==> config.mk <==
export PLATFORM = sky130hd
export DESIGN_NAME = terminal_line_editor_with_echo_core
export DESIGN_NICKNAME = d
export VERILOG_FILES = /design/src/tle_pkg.sv /design/src/terminal_line_editor_with_echo_core.sv /design/src/tle_ram.sv
export SDC_FILE = /design/constraint.sdc
export NUM_CORES = 1
export LEC_CHECK = 0
export BUFFER_PORTS_ARGS = -buffer_cell sky130_fd_sc_hd__buf_2
export CORE_MARGIN = 2
export CORE_UTILIZATION = 25
export DETAILED_ROUTE_END_ITERATION = 12
export MAX_ROUTING_LAYER = met4
export SKIP_LAST_GASP = 1
export SYNTH_ARGS = -nofsm -noshare
export SYNTH_HDL_FRONTEND = slang
export SYNTH_SLANG_ARGS = --single-unit
==> constraint.sdc <==
create_clock -name clk -period 5.27 [get_ports clk]
set_clock_uncertainty 0.05 [all_clocks]
set_input_delay 0.527 -clock clk [delete_from_list [all_inputs] [get_ports clk]]
set_output_delay 0.527 -clock clk [all_outputs]
set_load 0.005 [all_outputs]
==> src/tle_pkg.sv <==
// Package: shared types, operation codes and character constants for the line editor.
`timescale 1ns / 1ps
package tle_pkg;

	localparam int MAX_CHARS_DEF = 26;

	typedef enum logic [1:0] {
		OP_BYTE = 2'd0,
		OP_READ = 2'd1,
		OP_ACK  = 2'd2
	} op_t;

	localparam logic [7:0] CH_BEL   = 8'd7;
	localparam logic [7:0] CH_BS    = 8'd8;
	localparam logic [7:0] CH_HT    = 8'd9;
	localparam logic [7:0] CH_LF    = 8'd10;
	localparam logic [7:0] CH_CR    = 8'd13;
	localparam logic [7:0] CH_SPACE = 8'd32;

	localparam logic DEST_TERM = 1'b0;
	localparam logic DEST_MSG  = 1'b1;

	typedef struct packed {
		logic [1:0] operation;
		logic [7:0] in_byte;
	} req_t;

	typedef struct packed {
		logic [7:0] out_byte;
		logic       destination;
		logic       last;
	} rsp_t;

endpackage

==> src/terminal_line_editor_with_echo_core.sv <==
// Top level: terminal line editor with echo, line held in a synchronous RAM.
//
//  channel   ports                       handshake
//  -------   -------------------------   -----------------------------------
//  request   start, busy, request        taken at a clock edge with start=1, busy=0
//  result    result_strobe, result       one byte per strobe cycle, no back-pressure
//
// A request with one result or none leaves busy low.
// An echo of CR LF or of BS space BS is emitted one byte per cycle.
// A readout emits the sequence byte, then one stored byte per cycle streamed
// from the registered RAM read port.
// Reset clears all control state; the RAM contents are not cleared.
`timescale 1ns / 1ps
module terminal_line_editor_with_echo_core #(
	parameter int MAX_CHARS = tle_pkg::MAX_CHARS_DEF
) (
	input  logic          clk,
	input  logic          arst_n,
	input  logic          start,
	output logic          busy,
	input  tle_pkg::req_t request,
	output logic          result_strobe,
	output tle_pkg::rsp_t result
);

	localparam int AW = (MAX_CHARS > 1) ? $clog2(MAX_CHARS) : 1;
	localparam int CW = $clog2(MAX_CHARS + 1);
	localparam logic [CW-1:0] FULL_COUNT = CW'(MAX_CHARS);

	typedef enum logic [2:0] {
		ST_IDLE = 3'b001,
		ST_ECHO = 3'b010,
		ST_READ = 3'b100
	} state_t;

	state_t        state_q;
	logic          running_q;
	logic          pending_q;
	logic [CW-1:0] count_q;
	logic [7:0]    seq_q;
	logic [CW-1:0] rd_idx_q;
	logic          echo_bs_q;
	logic          echo_step_q;
	logic          strobe_q;
	tle_pkg::rsp_t rsp_q;

	logic          accept;
	logic          is_crlf;
	logic          is_bs;
	logic          is_full;
	logic          store;
	logic [AW-1:0] ram_raddr;
	logic [7:0]    ram_rdata;

	assign busy          = (state_q != ST_IDLE);
	assign accept        = start && !busy;
	assign result_strobe = strobe_q;
	assign result        = rsp_q;

	assign is_crlf = (request.in_byte == tle_pkg::CH_CR) || (request.in_byte == tle_pkg::CH_LF);
	assign is_bs   = (request.in_byte == tle_pkg::CH_BS);
	assign is_full = (count_q == FULL_COUNT);
	assign store   = accept && (request.operation == tle_pkg::OP_BYTE) && running_q
		&& !pending_q && !is_crlf && !is_bs && !is_full;

	// readout streams: address runs one ahead of the byte being emitted
	assign ram_raddr = (state_q == ST_READ) ? rd_idx_q[AW-1:0] : '0;

	tle_ram #(
		.WIDTH (8),
		.DEPTH (MAX_CHARS)
	) u_line_ram (
		.clk   (clk),
		.we    (store),
		.waddr (count_q[AW-1:0]),
		.wdata (request.in_byte),
		.raddr (ram_raddr),
		.rdata (ram_rdata)
	);

	always_ff @(posedge clk or negedge arst_n) begin
		if (!arst_n) begin
			state_q     <= ST_IDLE;
			running_q   <= 1'b0;
			pending_q   <= 1'b0;
			count_q     <= '0;
			seq_q       <= '0;
			rd_idx_q    <= '0;
			echo_bs_q   <= 1'b0;
			echo_step_q <= 1'b0;
			strobe_q    <= 1'b0;
			rsp_q       <= '0;
		end else begin
			strobe_q <= 1'b0;
			unique case (state_q)
				ST_IDLE: begin
					if (accept) begin
						unique case (request.operation)
							tle_pkg::OP_BYTE: begin
								if (!running_q) begin
									if (request.in_byte == tle_pkg::CH_HT) begin
										running_q <= 1'b1;
									end else begin
										strobe_q <= 1'b1;
										rsp_q    <= '{tle_pkg::CH_BEL, tle_pkg::DEST_TERM, 1'b1};
									end
								end else if (pending_q) begin
									strobe_q <= 1'b1;
									rsp_q    <= '{tle_pkg::CH_BEL, tle_pkg::DEST_TERM, 1'b1};
								end else if (is_crlf) begin
									strobe_q <= 1'b1;
									if (count_q != '0) begin
										pending_q <= 1'b1;
										echo_bs_q <= 1'b0;
										state_q   <= ST_ECHO;
										rsp_q     <= '{tle_pkg::CH_CR, tle_pkg::DEST_TERM, 1'b0};
									end else begin
										rsp_q <= '{tle_pkg::CH_BEL, tle_pkg::DEST_TERM, 1'b1};
									end
								end else if (is_bs) begin
									strobe_q <= 1'b1;
									if (count_q != '0) begin
										count_q     <= count_q - CW'(1);
										echo_bs_q   <= 1'b1;
										echo_step_q <= 1'b0;
										state_q     <= ST_ECHO;
										rsp_q       <= '{tle_pkg::CH_BS, tle_pkg::DEST_TERM, 1'b0};
									end else begin
										rsp_q <= '{tle_pkg::CH_BEL, tle_pkg::DEST_TERM, 1'b1};
									end
								end else if (is_full) begin
									strobe_q <= 1'b1;
									rsp_q    <= '{tle_pkg::CH_BEL, tle_pkg::DEST_TERM, 1'b1};
								end else begin
									count_q  <= count_q + CW'(1);
									strobe_q <= 1'b1;
									rsp_q    <= '{request.in_byte, tle_pkg::DEST_TERM, 1'b1};
								end
							end
							tle_pkg::OP_READ: begin
								strobe_q <= 1'b1;
								rsp_q    <= '{seq_q, tle_pkg::DEST_MSG, (count_q == '0)};
								if (count_q != '0) begin
									rd_idx_q <= CW'(1);
									state_q  <= ST_READ;
								end
							end
							tle_pkg::OP_ACK: begin
								if (pending_q) begin
									pending_q <= 1'b0;
									count_q   <= '0;
									seq_q     <= seq_q + 8'd1;
								end
							end
							default: begin
							end
						endcase
					end
				end
				ST_ECHO: begin
					strobe_q <= 1'b1;
					if (!echo_bs_q) begin
						rsp_q   <= '{tle_pkg::CH_LF, tle_pkg::DEST_TERM, 1'b1};
						state_q <= ST_IDLE;
					end else if (!echo_step_q) begin
						rsp_q       <= '{tle_pkg::CH_SPACE, tle_pkg::DEST_TERM, 1'b0};
						echo_step_q <= 1'b1;
					end else begin
						rsp_q   <= '{tle_pkg::CH_BS, tle_pkg::DEST_TERM, 1'b1};
						state_q <= ST_IDLE;
					end
				end
				ST_READ: begin
					// ram_rdata holds entry rd_idx_q-1
					strobe_q <= 1'b1;
					rsp_q    <= '{ram_rdata, tle_pkg::DEST_MSG, (rd_idx_q == count_q)};
					if (rd_idx_q == count_q) begin
						state_q <= ST_IDLE;
					end else begin
						rd_idx_q <= rd_idx_q + CW'(1);
					end
				end
				default: begin
					state_q <= ST_IDLE;
				end
			endcase
		end
	end

endmodule

==> src/tle_ram.sv <==
// Generic simple dual-port RAM with one write port and a registered read port.
`timescale 1ns / 1ps
module tle_ram #(
	parameter int WIDTH = 8,
	parameter int DEPTH = 26,
	localparam int AW = (DEPTH > 1) ? $clog2(DEPTH) : 1
) (
	input  logic             clk,
	input  logic             we,
	input  logic [AW-1:0]    waddr,
	input  logic [WIDTH-1:0] wdata,
	input  logic [AW-1:0]    raddr,
	output logic [WIDTH-1:0] rdata
);

	logic [WIDTH-1:0] mem [DEPTH];

	always_ff @(posedge clk) begin
		if (we) begin
			mem[waddr] <= wdata;
		end
		rdata <= mem[raddr];
	end

endmodule
# Word level (Yosys, flattened, before mapping)
# Memories as Yosys holds them, arrays and structs flattened. A register that Yosys moved wholly into a read port is not among the register bits.
# Index checks and enable logic that the tools add are counted.
dict set report word_totals {
  ramBits 208
  reg_bits 36
  n_memories 1
}
# memory words word_bits read_ports rd_ports_with_merged_regs wr line_no
set memory_table {}
lappend memory_table {u_line_ram.mem 26 8 1 1 1 tle_ram.sv:16} ;# logic [WIDTH-1:0] mem [DEPTH];
dict set report classes {
  n_addsub 4
  n_bitwise 1
  n_mux 65
  n_eq_ne 36
  reduce_logical 31
}
# operator n
set ops {}
lappend ops {{$mux 10} 7}
lappend ops {{$mux 5} 12}
lappend ops {{$eq 8x4->1 const B} 4}
lappend ops {{$mux 3} 10}
lappend ops {{$pmux 10 s3} 1}
lappend ops {{$ne 2x2->1 const B} 13}
lappend ops {{$mux 1} 22}
lappend ops {{$pmux 10 s2} 1}
lappend ops {{$pmux 5 s2} 2}
lappend ops {{$reduce_and 9->1} 2}
lappend ops {{$mux 8} 2}
lappend ops {{$ne 3x3->1 const B} 5}
lappend ops {{$mux 6} 2}
lappend ops {{$reduce_and 4->1} 3}
lappend ops {{$add 5x1->5 const B} 2}
lappend ops {{$pmux 3 s3} 1}
lappend ops {{$add 8x1->8 const B} 1}
lappend ops {{$ne 4x4->1 const B} 2}
lappend ops {{$pmux 1 s2} 4}
lappend ops {{$reduce_and 8->1} 1}
lappend ops {{$reduce_bool 2->1} 4}
lappend ops {{$logic_and 1x1->1} 7}
lappend ops {{$reduce_and 7->1} 1}
lappend ops {{$ne 3x2->1 const B} 2}
lappend ops {{21 further kinds} 26}

# Longest topological paths before layout
dict set report logic_depth {
  depth_word 11
  mapped_depth 10
  ltp_nobuf 9
}

# Hierarchy
# Synthesis repeated with hierarchy kept, for this count alone.
dict set report unflattened {
  hier_cells 702
  area_unflattened_um2 10626.4
}
# module area_each_um2 cells_each seq_area_each_um2 instances
set modules_own_cells {}
lappend modules_own_cells {tle_ram 8464.4 473 6406.1 1}
lappend modules_own_cells {terminal_line_editor_with_echo_core 2162.1 229 902.1 1}

# Worst setup path after synthesis
# No wires, ideal clock.
dict set report synth_timing {
  path_type {input -> register}
  start {input request[4] (netlist name)}
  end {register count_q[4]}
  arrival_ns 3.034
  path_slack_ns 2.098
  setup_ns 0.088
  required_ns 5.132
  path_buffers 1
  stages 9
  cell_sequence {or4b_4 or4_1 buf_2 fa_1 and2b_2 o21ai_0 and3_4 or3_1 o221ai_2}
}
dict set report synth_via {
  elab_chain_cells 6
  elab_cells_between_ends 13
  classes_between {eq/ne: 6; mux: 5; reduce/logical: 2}
}
# element line_no
set synth_rtl {}
lappend synth_rtl {{start: declaration} terminal_line_editor_with_echo_core.sv:21} ;# input tle_pkg::req_t request,
lappend synth_rtl {{$eq 8x4->1} terminal_line_editor_with_echo_core.sv:61} ;# assign is_bs = (request.in_byte == tle_pkg::CH_BS);
lappend synth_rtl {{$mux 5} terminal_line_editor_with_echo_core.sv:120} ;# end else if (is_bs) begin
lappend synth_rtl {{$mux 5} terminal_line_editor_with_echo_core.sv:110} ;# end else if (is_crlf) begin
lappend synth_rtl {{$mux 5} terminal_line_editor_with_echo_core.sv:107} ;# end else if (pending_q) begin
lappend synth_rtl {{$mux 5} terminal_line_editor_with_echo_core.sv:100} ;# if (!running_q) begin
lappend synth_rtl {{$pmux 5 s2} terminal_line_editor_with_echo_core.sv:98} ;# unique case (request.operation)
lappend synth_rtl {{end signal: assignment} terminal_line_editor_with_echo_core.sv:123} ;# count_q <= count_q - CW'(1);
lappend synth_rtl {{end signal: assignment} terminal_line_editor_with_echo_core.sv:135} ;# count_q <= count_q + CW'(1);
lappend synth_rtl {{end: declaration} terminal_line_editor_with_echo_core.sv:39} ;# logic [CW-1:0] count_q;
# Several ways; a longest one is shown, not always the timed one. The select of a mux whose other input is x is not followed.
# A chain may end at the register's enable or synchronous reset.

# Worst setup path after layout
dict set report layout_timing {
  start {register state_q[0]}
  end {memory u_line_ram.mem[12][4] (enable)}
}
dict set report layout_via {
  elab_chain_cells 11
}
# element line_no
set layout_rtl {}
lappend layout_rtl {{start: declaration} terminal_line_editor_with_echo_core.sv:36} ;# state_t state_q;
lappend layout_rtl {{start signal: assignment} terminal_line_editor_with_echo_core.sv:83} ;# state_q <= ST_IDLE;
lappend layout_rtl {{start signal: assignment} terminal_line_editor_with_echo_core.sv:115} ;# state_q <= ST_ECHO;
lappend layout_rtl {{start signal: assignment} terminal_line_editor_with_echo_core.sv:126} ;# state_q <= ST_ECHO;
lappend layout_rtl {{$ne 3x1->1} terminal_line_editor_with_echo_core.sv:55} ;# assign busy = (state_q != ST_IDLE);
lappend layout_rtl {{$logic_not 1->1} terminal_line_editor_with_echo_core.sv:56} ;# assign accept = start && !busy;
lappend layout_rtl {{$logic_and 1x1->1} terminal_line_editor_with_echo_core.sv:56}
lappend layout_rtl {{$logic_and 1x1->1 (2 in a row)} terminal_line_editor_with_echo_core.sv:63} ;# assign store = accept && (request.operation == tle_pkg::OP_BYTE) && running_q
lappend layout_rtl {{$logic_and 1x1->1 (4 in a row)} terminal_line_editor_with_echo_core.sv:64} ;# && !pending_q && !is_crlf && !is_bs && !is_full;
lappend layout_rtl {{$mux 1} tle_ram.sv:19} ;# if (we) begin
lappend layout_rtl {{$mux 1 (not written as such)} tle_ram.sv:20} ;# mem[waddr] <= wdata;
lappend layout_rtl {{end: declaration} tle_ram.sv:16}
# No other way between the ends.

==> results.yml <==
run_status:
  status: "completed"
die:
  initial_core_util: 0.252
  io_pins: 25
  rows: 76
  die-area_sq_um: 44800
  coreArea_sq_um: 42800
  die_x_microns: 212
  fp.dieH_microns: 212
synth:
  syn_area_per_cell_sq_um: 14.2
  yosysWarnings: 0
  ys_types: 72
  syn_nets: 778
  synthFlopType: "edfxtp_1"
  synthCells: 759
  synth-adder-area-share: 0.00766
  synth-edff-count: 208
  mappedNetlistArea_sq_um: 10800
  synth_xor_area_frac: 0.0138
  seq_area_frac_synth: 0.678
  ys_ff_latch: 252
  synth_compound_area_frac: 0.117
  muxShareOfSynthArea: 0.0724
  synth_top_family_by_area: "compound AO/OA/AOI/OAI gates"
  async_flop_share: 0.143
  yosys.area_share.simple: 0.0855
drt:
  avgViaCountPerCell: 4.88
  drt-pass1-iter-count: 5
  vias: 6564
  drc_errors: 0
  wl_per_cell_microns: 20.2
  drt_iter0_drc: 696
  drt-total-wl_mm: 27.2
  ant_nets: 0
cells_and_area:
  area_delta_synth_final_pct: 14.6
  nets: 797
  fillers: 4282
  antenna_cells: 0
  drive_gt1_frac: 0.160
  layout_common_cells: "edfxtp_1, nor2_1, nand2_1, dfrtp_1, mux2i_1"
  regArea_sq_um: 7310
  multi_input_area_sq_um: 3210
  mostFrequentLayoutCell: "edfxtp_1"
sta:
  fmax_mhz: 280
  slew_violations: 0
  tightestPinTransition_ps: 934
  grt_setup_unrepaired: "false"
  hold_slack_ps: 37.4
  post-route-period-util: 0.677
  timing.final.hold_violations: 0
  layout_min_cycle_time_ps: 3570
  fin_tns_setup_ps: 0
  timing.slew.headroom: 0.377
  setup_viol: 0
worst_setup_path:
  crit_fanout: 13
  cpPeakStageDelay_ps: 700
  end_kind: "register"
  arrival_ps: 3700
  crit_required_ps: 5400
  worstSetupPathType: "register to register"
  cp_slowest_cell: "or4_2"
  startpoint_type: "register"
  path_cells: "nand4bb_1, or4_2, nor3_1, nand3_1, nor2_1"
clock_tree:
  numCtsBuffers: 27
  cts_tree: "built"
  htree_num_levels: 1
  ctsResizeCount: 0
  clk_pin_slew_ps: 60
  cts_setup_buffers: 0
  clk_latency_ps: 560
  cts.path.max_buffers: 3
  clock-sinks: 252
  ctsRootBufferMaster: "clkbuf_16"
  postCtsHoldBufs: 0
hold_path:
  hold_path_class: "primary input to async pin"
job:
  max-cap-violations: 0
placed_design:
  io_buffers: 24
  place_congestion: 0.845
  post-dp-hpwl_mm: 17.7
grt:
  grt_pass1_wl_mm: 41.7
  track_usage: 0.127
  grt-ovfl-total: 0
  grt_pass1_vias: 6620
  grt_max_degree: 74
  antenna_found_initial: 0
pwr:
  leakage_nw: 4.22
  power.density_nw_per_um2: 410
  irDropWorstVdd_uv: 256
==> metal layers <==
metal | part of all wire | GRT usage | vias up
met5 | 0 | - | -
met4 | 0.038 | 0.0474 | 0
met3 | 0.059 | 0.0234 | 59
met2 | 0.47 | 0.201 | 207
met1 | 0.43 | 0.162 | 3284
li1 | - | - | 3014
==> area by class of cell <==
| class | count | share of cell area |
|---|---|---|
| clock buffer | 34 | 0.0568 |
| clock inverter | 16 | 0.0113 |
| inverter | 22 | 0.00679 |
| multi-input combinational | 438 | 0.260 |
| sequential | 252 | 0.592 |
| tap | 546 | 0.0553 |
| timing repair buffer | 37 | 0.0176 |
==> through the flow <==
stage	cells	area [sq um]	worst slack (ps)	utilization	power (mW)
after detailed placement	1295	11500	1480	0.269	3.30
after floorplan	759	10800	2100	-	2.97
after global placement	1295	11500	1540	0.269	3.30
final	1345	12300	1700	0.289	5.07
after global routing	1345	12300	1510	0.289	5.29
after CTS	1345	12300	1670	0.289	5.11
==> path summary, 6_finish.rpt <==
| check | from | to | slack [ps] | cells past startpoint |
|---|---|---|---|---|
| setup reg to reg | state_q[0] | u_line_ram.mem[12][4] | 1700 | 5 |
| hold reg to reg | result[9] | result[9] | 440 | 1 |
| setup / recovery | state_q[0] | u_line_ram.mem[12][4] | 1700 | 5 |
| min in group clk | request[9] | pending_q | 260 | 2 |
| max in group asynchronous | arst_n | rd_idx_q[0] | 4500 | 1 |
| hold / removal | arst_n | count_q[0] | 40 | 1 |
==> registers in the layout, indices dropped and copies added (netlist names) <==
register,count
count_q,5
echo_bs_q,1
echo_step_q,1
pending_q,1
rd_idx_q,5
result,10
result_strobe,1
running_q,1
seq_q,8
state_q,3
u_line_ram.mem,208
u_line_ram.rdata,8
==> worst max-delay path: cells and delay by family (launching register included) <==
kind | cells | cell delay [ps]
and+or+nand+nor | 5 | 2490
DFF | 1 | 670
==> Yosys cell counts, types with 3 or more instances <==
cell type,instances,share of area
a2111oi_0,7,0.0057
xor2_1,5,0.0041
nor4_1,3,0.0017
a221oi_1,17,0.014
buf_2,7,0.0033
mux4_2,8,0.017
o22ai_1,8,0.0046
o211ai_1,9,0.0063
a22oi_1,6,0.0042
a31oi_1,8,0.0046
o21ai_0,15,0.0070
o221ai_1,24,0.020
o21a_1,5,0.0035
mux2i_1,33,0.031
a211oi_1,9,0.0063
and3_1,3,0.0017
edfxtp_1,208,0.58
mux2_2,24,0.025
inv_1,20,0.0070
or2_2,4,0.0023
nand2b_1,5,0.0029
xnor2_1,12,0.0098
nor3b_1,3,0.0021
dfrtp_1,35,0.081
nor2_1,62,0.022
nand3_1,5,0.0023
clkbuf_1,34,0.012
nand2_1,39,0.014
and2_1,4,0.0023
o311ai_0,5,0.0041
a21oi_1,32,0.015
dfxtp_1,8,0.015
nand4_1,9,0.0052
buf_1,5,0.0017
nor2b_1,13,0.0075
nand4bb_1,4,0.0042
a2bb2oi_1,5,0.0041
nor3_1,8,0.0037
ha_1,5,0.0058
==> logic make-up (layout without fill, tap and decap cells) <==
group                    count (synthesis)  in the layout
AO/OA/AOI/OAI                          171            171
XOR/XNOR                                17             17
adder cells (fa/ha/maj)                  6              6
buffers and inverters                   69            109
flip-flops                             252            252
multiplexers                            65             65
AND/OR/NAND/NOR                        179            179
==> power breakdown <==
| group | leakage [nW] | internal (mW) | switching [mW] | total (mW) |
|---|---|---|---|---|
| clock | 0.412 | 1.04 | 0.765 | 1.81 |
| combinational | 1.41 | 0.343 | 0.547 | 0.890 |
| sequential | 2.39 | 2.25 | 0.121 | 2.37 |
Note: power is estimated with default switching activity, not from simulation.
